`config.mk`:
```
export PLATFORM = sky130hd
export DESIGN_NAME = line_rasterizer_core
export DESIGN_NICKNAME = d
export VERILOG_FILES = /design/src/lr_pkg.sv /design/src/lr_front.sv /design/src/lr_queue.sv /design/src/lr_back.sv /design/src/line_rasterizer_core.sv
export VERILOG_INCLUDE_DIRS = /design/src /design/src/src
export SDC_FILE = /design/constraint.sdc
export NUM_CORES = 1
export LEC_CHECK = 0
export ABC_AREA = 1
export BUFFER_PORTS_ARGS = -buffer_cell sky130_fd_sc_hd__buf_2
export CORE_MARGIN = 3
export CORE_UTILIZATION = 50
export CTS_CLUSTER_DIAMETER = 120
export CTS_CLUSTER_SIZE = 14
export DETAILED_ROUTE_END_ITERATION = 12
export MAX_ROUTING_LAYER = met4
export PLACE_DENSITY = 0.78
export SLEW_MARGIN = 0
export SYNTH_ARGS = -nofsm -noshare
export SYNTH_HDL_FRONTEND = slang
export SYNTH_SLANG_ARGS = --single-unit
```
`constraint.sdc`:
```
create_clock -name i_clk -period 5.3 [get_ports i_clk]
set_clock_uncertainty 0.05 [all_clocks]
set_input_delay 0.265 -clock i_clk [delete_from_list [all_inputs] [get_ports i_clk]]
set_output_delay 0.265 -clock i_clk [all_outputs]
set_load 0.005 [all_outputs]
```
`src/line_rasterizer_core_assert.svh`:
```
// Assertion macros for the line rasterizer core.
// All checks are sampled on i_clk and are off while i_rst_n is low.
`ifndef LINE_RASTERIZER_CORE_ASSERT_SVH
`define LINE_RASTERIZER_CORE_ASSERT_SVH

// Same-cycle implication.
`define LR_ASSERT_NOW(lbl, ante, cons, msg) \
    lbl: assert property (@(posedge i_clk) disable iff (!i_rst_n) (ante) |-> (cons)) \
        else $error(msg);

// Next-cycle implication.
`define LR_ASSERT_NEXT(lbl, ante, cons, msg) \
    lbl: assert property (@(posedge i_clk) disable iff (!i_rst_n) (ante) |=> (cons)) \
        else $error(msg);

`endif

```
`src/lr_pkg.sv`:
```
`default_nettype none

package lr_pkg;

    localparam int COORD_BITS  = 6;
    localparam int COLOUR_BITS = 8;
    // Decision term: |d| stays below 2 * 2^COORD_BITS, plus sign and margin.
    localparam int D_BITS      = COORD_BITS + 3;
    localparam int QUEUE_DEPTH = 2;
    localparam int Q_PTR_BITS  = $clog2(QUEUE_DEPTH);
    localparam int Q_CNT_BITS  = $clog2(QUEUE_DEPTH + 1);

    typedef logic [COORD_BITS-1:0]         t_coord;
    typedef logic [COLOUR_BITS-1:0]        t_colour;
    typedef logic signed [D_BITS-1:0]      t_dterm;

    // One classified line, ready for the stepper.
    typedef struct packed {
        t_coord  x0;
        t_coord  y0;
        logic    x_neg;        // x moves down
        logic    y_neg;        // y moves down
        logic    x_major;
        logic    major_rises;  // tie rule: axis step when set
        t_coord  steps;        // major-axis length, pixels minus one
        t_dterm  d0;           // 2B - A
        t_dterm  inc_axis;     // 2B
        t_dterm  inc_diag;     // 2B - 2A
        t_colour colour;
    } t_line_desc;

    typedef struct packed {
        logic full;
        logic empty;
    } t_queue_stat;

endpackage

`default_nettype wire

```
`src/lr_front.sv`:
```
`default_nettype none

module lr_front
    import lr_pkg::*;
(
    input  wire logic        i_clk,
    input  wire logic        i_rst_n,
    input  wire logic        start,
    output logic             busy,
    input  wire t_coord      i_start_x,
    input  wire t_coord      i_start_y,
    input  wire t_coord      i_end_x,
    input  wire t_coord      i_end_y,
    input  wire t_colour     i_colour,
    input  wire t_queue_stat i_q_stat,
    output logic             o_push,
    output t_line_desc       o_desc
);

    logic                  r_valid;
    logic                  n_valid;
    t_line_desc            r_desc;
    t_line_desc            w_desc;
    logic                  w_accept;
    logic signed [COORD_BITS:0] w_dx;
    logic signed [COORD_BITS:0] w_dy;
    t_coord                w_adx;
    t_coord                w_ady;
    t_coord                w_a;
    t_coord                w_b;

    assign o_push   = r_valid && !i_q_stat.full;
    assign busy     = r_valid && i_q_stat.full;
    assign w_accept = start && !busy;
    assign o_desc   = r_desc;

    assign w_dx  = $signed({1'b0, i_end_x}) - $signed({1'b0, i_start_x});
    assign w_dy  = $signed({1'b0, i_end_y}) - $signed({1'b0, i_start_y});
    assign w_adx = w_dx[COORD_BITS] ? t_coord'(-w_dx) : w_dx[COORD_BITS-1:0];
    assign w_ady = w_dy[COORD_BITS] ? t_coord'(-w_dy) : w_dy[COORD_BITS-1:0];

    // Classify: flat lines run low to high with B = 0, others per octant.
    always_comb begin
        w_desc        = '0;
        w_desc.colour = i_colour;
        w_a           = '0;
        w_b           = '0;
        priority if (w_dy == '0) begin
            w_desc.x0          = w_dx[COORD_BITS] ? i_end_x : i_start_x;
            w_desc.y0          = i_start_y;
            w_desc.x_major     = 1'b1;
            w_desc.major_rises = 1'b1;
            w_a                = w_adx;
        end else if (w_dx == '0) begin
            w_desc.x0          = i_start_x;
            w_desc.y0          = w_dy[COORD_BITS] ? i_end_y : i_start_y;
            w_desc.x_major     = 1'b0;
            w_desc.major_rises = 1'b1;
            w_a                = w_ady;
        end else begin
            w_desc.x0          = i_start_x;
            w_desc.y0          = i_start_y;
            w_desc.x_neg       = w_dx[COORD_BITS];
            w_desc.y_neg       = w_dy[COORD_BITS];
            w_desc.x_major     = (w_adx >= w_ady);
            w_desc.major_rises = (w_adx >= w_ady) ? !w_dx[COORD_BITS] : !w_dy[COORD_BITS];
            w_a                = (w_adx >= w_ady) ? w_adx : w_ady;
            w_b                = (w_adx >= w_ady) ? w_ady : w_adx;
        end
        w_desc.steps    = w_a;
        w_desc.inc_axis = $signed({2'b00, w_b, 1'b0});
        w_desc.d0       = $signed({2'b00, w_b, 1'b0}) - $signed({3'b000, w_a});
        w_desc.inc_diag = $signed({2'b00, w_b, 1'b0}) - $signed({2'b00, w_a, 1'b0});
    end

    always_comb begin
        n_valid = r_valid;
        if (w_accept) begin
            n_valid = 1'b1;
        end else if (o_push) begin
            n_valid = 1'b0;
        end
    end

    always_ff @(posedge i_clk) begin
        if (!i_rst_n) begin
            r_valid <= 1'b0;
        end else begin
            r_valid <= n_valid;
        end
    end

    always_ff @(posedge i_clk) begin
        if (w_accept) begin
            r_desc <= w_desc;
        end
    end

endmodule

`default_nettype wire

```
`src/lr_queue.sv`:
```
`default_nettype none

module lr_queue
    import lr_pkg::*;
(
    input  wire logic       i_clk,
    input  wire logic       i_rst_n,
    input  wire logic       i_push,
    input  wire t_line_desc i_desc,
    input  wire logic       i_pop,
    output t_line_desc      o_desc,
    output t_queue_stat     o_stat
);

    t_line_desc              r_mem [QUEUE_DEPTH];
    logic [Q_PTR_BITS-1:0]   r_wr_ptr;
    logic [Q_PTR_BITS-1:0]   r_rd_ptr;
    logic [Q_CNT_BITS-1:0]   r_count;
    logic                    w_push;
    logic                    w_pop;

    assign o_stat.full  = (r_count == Q_CNT_BITS'(QUEUE_DEPTH));
    assign o_stat.empty = (r_count == '0);
    assign w_push       = i_push && !o_stat.full;
    assign w_pop        = i_pop && !o_stat.empty;
    assign o_desc       = r_mem[r_rd_ptr];

    always_ff @(posedge i_clk) begin
        if (!i_rst_n) begin
            r_wr_ptr <= '0;
            r_rd_ptr <= '0;
            r_count  <= '0;
        end else begin
            if (w_push) begin
                r_wr_ptr <= (r_wr_ptr == Q_PTR_BITS'(QUEUE_DEPTH - 1)) ? '0 : r_wr_ptr + 1'b1;
            end
            if (w_pop) begin
                r_rd_ptr <= (r_rd_ptr == Q_PTR_BITS'(QUEUE_DEPTH - 1)) ? '0 : r_rd_ptr + 1'b1;
            end
            if (w_push && !w_pop) begin
                r_count <= r_count + 1'b1;
            end else if (w_pop && !w_push) begin
                r_count <= r_count - 1'b1;
            end
        end
    end

    always_ff @(posedge i_clk) begin
        if (w_push) begin
            r_mem[r_wr_ptr] <= i_desc;
        end
    end

endmodule

`default_nettype wire

```
`src/lr_back.sv`:
```
`default_nettype none

module lr_back
    import lr_pkg::*;
(
    input  wire logic        i_clk,
    input  wire logic        i_rst_n,
    input  wire t_queue_stat i_q_stat,
    input  wire t_line_desc  i_desc,
    output logic             o_pop,
    output logic             o_pixel_valid,
    output t_coord           o_pixel_x,
    output t_coord           o_pixel_y,
    output t_colour          o_pixel_colour,
    output logic             o_last_pixel
);

    logic    r_active;
    logic    r_out_valid;
    t_coord  r_x;
    t_coord  r_y;
    t_dterm  r_d;
    t_coord  r_cnt;
    logic    r_x_neg;
    logic    r_y_neg;
    logic    r_x_major;
    logic    r_rises;
    t_dterm  r_inc_axis;
    t_dterm  r_inc_diag;
    t_colour r_colour;
    t_coord  r_out_x;
    t_coord  r_out_y;
    t_colour r_out_colour;
    logic    r_out_last;

    logic    w_last;
    logic    w_diag;
    logic    w_step_x;
    logic    w_step_y;
    t_dterm  w_d_next;
    t_coord  w_x_next;
    t_coord  w_y_next;

    assign w_last = (r_cnt == '0);
    assign o_pop  = !i_q_stat.empty && (!r_active || w_last);

    // Midpoint step; a zero term goes diagonal only when the major axis falls.
    always_comb begin
        w_diag   = (r_d > 0) || (!r_rises && (r_d == '0));
        w_d_next = w_diag ? r_d + r_inc_diag : r_d + r_inc_axis;
        w_step_x = r_x_major || w_diag;
        w_step_y = !r_x_major || w_diag;
        w_x_next = r_x;
        w_y_next = r_y;
        if (w_step_x) begin
            w_x_next = r_x_neg ? r_x - 1'b1 : r_x + 1'b1;
        end
        if (w_step_y) begin
            w_y_next = r_y_neg ? r_y - 1'b1 : r_y + 1'b1;
        end
    end

    always_ff @(posedge i_clk) begin
        if (!i_rst_n) begin
            r_active    <= 1'b0;
            r_out_valid <= 1'b0;
        end else begin
            r_out_valid <= r_active;
            if (o_pop) begin
                r_active <= 1'b1;
            end else if (r_active && w_last) begin
                r_active <= 1'b0;
            end
        end
    end

    always_ff @(posedge i_clk) begin
        if (r_active) begin
            r_out_x      <= r_x;
            r_out_y      <= r_y;
            r_out_colour <= r_colour;
            r_out_last   <= w_last;
        end
        if (o_pop) begin
            r_x        <= i_desc.x0;
            r_y        <= i_desc.y0;
            r_d        <= i_desc.d0;
            r_cnt      <= i_desc.steps;
            r_x_neg    <= i_desc.x_neg;
            r_y_neg    <= i_desc.y_neg;
            r_x_major  <= i_desc.x_major;
            r_rises    <= i_desc.major_rises;
            r_inc_axis <= i_desc.inc_axis;
            r_inc_diag <= i_desc.inc_diag;
            r_colour   <= i_desc.colour;
        end else if (r_active) begin
            r_x   <= w_x_next;
            r_y   <= w_y_next;
            r_d   <= w_d_next;
            r_cnt <= r_cnt - 1'b1;
        end
    end

    assign o_pixel_valid  = r_out_valid;
    assign o_pixel_x      = r_out_x;
    assign o_pixel_y      = r_out_y;
    assign o_pixel_colour = r_out_colour;
    assign o_last_pixel   = r_out_last;

endmodule

`default_nettype wire

```
`src/line_rasterizer_core.sv`:
```
`default_nettype none
// Channel   Direction  Handshake                Beat
// command   in         start & !busy            i_start_x/y, i_end_x/y, i_colour
// pixel     out        o_pixel_valid (strobe)   o_pixel_x/y, o_pixel_colour, o_last_pixel
//
// A line of N = max(|dx|,|dy|)+1 pixels streams one pixel per cycle from the stepper;
// a command beat passes the command register, queue, stepper and output register.
// Lines queued behind a running line follow it with no gap cycles.
// Reset (i_rst_n low, synchronous) drops every queued and running line.
// The pixel side cannot stall; busy rises only when the command register and
// the two-entry line queue are all occupied.

`include "line_rasterizer_core_assert.svh"

module line_rasterizer_core
    import lr_pkg::*;
(
    input  wire logic    i_clk,
    input  wire logic    i_rst_n,
    input  wire logic    start,
    output logic         busy,
    input  wire t_coord  i_start_x,
    input  wire t_coord  i_start_y,
    input  wire t_coord  i_end_x,
    input  wire t_coord  i_end_y,
    input  wire t_colour i_colour,
    output logic         o_pixel_valid,
    output t_coord       o_pixel_x,
    output t_coord       o_pixel_y,
    output t_colour      o_pixel_colour,
    output logic         o_last_pixel
);

    // Front classifies into a descriptor, queue decouples, back steps pixels.
    t_queue_stat w_q_stat;
    t_line_desc  w_push_desc;
    t_line_desc  w_pop_desc;
    logic        w_push;
    logic        w_pop;

    lr_front u_front (
        .i_clk     (i_clk),
        .i_rst_n   (i_rst_n),
        .start     (start),
        .busy      (busy),
        .i_start_x (i_start_x),
        .i_start_y (i_start_y),
        .i_end_x   (i_end_x),
        .i_end_y   (i_end_y),
        .i_colour  (i_colour),
        .i_q_stat  (w_q_stat),
        .o_push    (w_push),
        .o_desc    (w_push_desc)
    );

    lr_queue u_queue (
        .i_clk   (i_clk),
        .i_rst_n (i_rst_n),
        .i_push  (w_push),
        .i_desc  (w_push_desc),
        .i_pop   (w_pop),
        .o_desc  (w_pop_desc),
        .o_stat  (w_q_stat)
    );

    lr_back u_back (
        .i_clk          (i_clk),
        .i_rst_n        (i_rst_n),
        .i_q_stat       (w_q_stat),
        .i_desc         (w_pop_desc),
        .o_pop          (w_pop),
        .o_pixel_valid  (o_pixel_valid),
        .o_pixel_x      (o_pixel_x),
        .o_pixel_y      (o_pixel_y),
        .o_pixel_colour (o_pixel_colour),
        .o_last_pixel   (o_last_pixel)
    );

    // A line's pixels come in consecutive cycles.
    `LR_ASSERT_NEXT(a_line_contiguous, o_pixel_valid && !o_last_pixel, o_pixel_valid, "pixel gap inside a line")
    // Colour holds across one line.
    `LR_ASSERT_NOW(a_colour_holds, o_pixel_valid && $past(o_pixel_valid) && !$past(o_last_pixel), o_pixel_colour == $past(o_pixel_colour), "colour changed mid-line")
    // Every step inside a line moves the pixel.
    `LR_ASSERT_NOW(a_pixel_moves, o_pixel_valid && $past(o_pixel_valid) && !$past(o_last_pixel), (o_pixel_x != $past(o_pixel_x)) || (o_pixel_y != $past(o_pixel_y)), "repeated pixel in a line")

endmodule

`default_nettype wire

```
==> reports/results.tsv <==
metric	value	unit
TritonCTS buffer count	20	
share of cells above drive strength 1	13.7	%
Die Wd	153	um
Synth Register Bits	231	
drt pass-1 iters	5	
Min-Delay Path Class	in2reg	
Global Route Usage Sum	17.2	%
port buffer count	57	
largest net degree at the start of global routing	52	
largest family of logic cells by synthesized area	simple AND/OR/NAND/NOR gates	
post-synthesis xor/xnor area fraction	2.19	%
Synthesized Nets	1033	
Syn-to-layout area delta	12.0	%
FMAX	246	MHz
Pwr Density	612	mW/mm2
post-route ant nets	0	
global placer's final weighted congestion	0.926	
mux cell area share after synthesis	0.908	%
chip height	153	um
simple-gate share of the synthesized area	16.4	%
min Tclk post-route	4.06	ns
worst hold slack	0.0399	ns
H-tree depth	1	
critical path's top delay family	simple AND/OR/NAND/NOR gates	
endpoint class of the critical path	flip-flop	
CTS tree	yes	
worst hold start	i_end_x[2]	
measured slew at the worst slew-check pin	1.10	ns
Max Cap Viol	0	
sequential power share	41.7	%
setup_tns	0	ns
grt ovf	0	
Final Hold Fails	0	
syn_area_per_cell	11.3	um2
clk_lat worst skew	0.49	ns
drt total wl	19500	um
Longest Clk Path Bufs	3	
number of flops mapped to enable cells by yosys	223	
CP most frequent cell	nand2_1	
final worst-path cycle share	76.7	%
initial core utilization	51.0	%
Yosys cell types	45	
RSZ-0062 raised after global routing	no	
sequential share of the synthesized area	63.8	%
CP bufs+invs	10	
Fillers	1707	
core area	0.0211	mm2
yosys warns	0	
Setup crit start kind	primary input	
final net count	1108	
antenna fix cells	0	
placed insts	1268	
post-synth top area share	62.3	%
clock sinks	231	
switch share	36.8	%
synth cell count leaders	nand2_1, edfxtp_1, inv_1	
status	finished clean	
cells after synthesis	949	
DR iter-0 viols	507	
Worst setup startpoint	i_end_x[0]	
Synth Area in Compound Gates	5.64	%
Critical Path Max Stage Delay	0.41	ns
Clk pin slew, worst setup/hold paths	0.06	ns
final setup vio count	0	
Mapped Area	0.0107	mm2
vias in the first global route	6710	
fin cells	1313	
most instantiated library cell after synthesis	nand2_1	
CP max stage cell	fa_1	
io pins	58	
# DRC	0	
Crit path required time	5.50	ns
CP Class	in2reg	
Vias	6720	
reg2reg start	u_back.r_d[4]	
Max Slew Vio Count	0	
Adder-Cell Fraction of Synth Area	6.12	%
Most used DFF post-synth	edfxtp_1	
Vias/cell	5.12	
Cell Rows	53	
Final HPWL DP	13000	um
drt wl/cell	14.8	um
largest area contributor in the netlist	edfxtp_1	
top cells by area, synth	edfxtp_1, nand2_1, ha_1	
crit path DAT	4.26	ns
Worst Path Max Fanout	7	
root buffer cell	clkbuf_16	
slew margin rel.	26.4	%
Clk pwr share	18.1	%
Pint	4.66	mW
Peak VDD IR	257	uV
first-pass GRT wire length	32400	um
leakage	5.06	nW
sw power	2.71	mW
die area	0.0233	mm2
Async SR Flop Fraction	0	%
Comb pwr share	40.2	%
initial antenna violation count	0	
## sequential cells by signal, indices dropped and copies added, names as in the netlist, 7 cells and up, named ones only
name / flops
u_front.o_desc: 50
u_back.r_d: 9
u_queue.r_mem: 100
u_back.r_colour: 8
u_back.o_pixel_colour: 8
u_back.r_inc_diag: 7
## per-stage QoR
stage                     utilization (%)  worst slack [ns]  instance area, um2  power [mW]
after floorplan                         -              1.24               10700        5.26
after global placement               53.9             0.886               11400        5.93
after detailed placement             53.9             0.766               11400        6.04
after CTS                            57.1              1.28               12000        7.41
after global routing                 57.1             0.883               12000        7.93
final                                57.1              1.24               12000        7.37
## final cells by class
cell class | count | area (um2) | share of cell area, %
flip-flops and latches | 231 | 6860 | 57.0
multi-input cells | 578 | 3370 | 28.0
inverters | 120 | 450 | 3.74
repair buffers | 73 | 428 | 3.55
well taps | 275 | 344 | 2.86
clock buffers | 35 | 578 | 4.80
clock inverters | 1 | 8.76 | 0.0728
## final timing paths
check | to | slack, ns | cells after the start
worst max-delay path | u_front.o_desc[30] | 1.24 | 36
worst min-delay path | u_front.o_desc[53] | 0.04 | 3
worst min register to register | u_back.o_pixel_colour[3] | 0.37 | 0
worst max register to register | u_back.r_d[6] | 1.77 | 15
## tightest hold or removal path, stage by stage
cell and delay (ns):
buf_2 0.09, nand2_1 0.05, o21ai_0 0.06
## repair_timing
item	in CTS	in global routing
setup buffers	0	0
hold buffers	9	0
resized for setup	0	0
endpoints found under the hold margin	9	0
## layout by cell type (no fill, tap or decap), types with 4 or more instances in the layout
cell type / Yosys / final
a21o_1: 7 / 7
a21oi_1: 34 / 34
a21oi_2: 4 / 4
a31oi_1: 16 / 16
buf_2: 0 / 57
buf_4: 0 / 7
clkbuf_1: 18 / 14
clkbuf_16: 0 / 21
dfxtp_1: 8 / 8
dlygate4sd3_1: 0 / 9
edfxtp_1: 223 / 223
fa_1: 6 / 6
ha_1: 43 / 43
inv_1: 116 / 115
inv_2: 3 / 4
mux2_2: 6 / 6
nand2_1: 233 / 233
nand2_2: 15 / 15
nand2_4: 5 / 5
nand3_1: 46 / 46
nand3_2: 4 / 4
nand3b_1: 5 / 5
nand4_1: 6 / 6
nor2_1: 52 / 50
nor2_4: 2 / 4
nor3_1: 4 / 4
o211ai_1: 4 / 4
o21ai_0: 30 / 30
or2_2: 4 / 4
xnor2_1: 9 / 9
xor2_1: 16 / 16
## logic make-up (layout without fill, tap and decap cells)
group,after synthesis,count (layout)
AND/OR/NAND/NOR,390,390
flip-flops,231,231
buffers and inverters,140,229
AO/OA/AOI/OAI,104,104
adder cells (fa/ha/maj),49,49
XOR/XNOR,26,26
multiplexers,9,9
## routing by layer
| metal | global-route usage, % | part of all wire (%) | vias up | wire length, um |
|---|---|---|---|---|
| li1 | - | - | 3378 | - |
| met5 | - | 0 | - | 0 |
| met4 | 5.09 | 1.8 | 0 | 355 |
| met2 | 30.1 | 50 | 175 | 9780 |
| met3 | 1.85 | 4.3 | 30 | 838 |
| met1 | 21.3 | 44 | 3137 | 8490 |
## power by group through the flow
stage	Sequential [mW]	Combinational (mW)	Clock, mW
floorplan	3.06	2.20	0
global placement	3.08	2.85	0
detailed placement	3.11	2.93	0
CTS	3.07	2.97	1.36
global route	3.12	3.37	1.44
finish	3.07	2.96	1.34
Note: power is estimated with default switching activity, not from simulation.
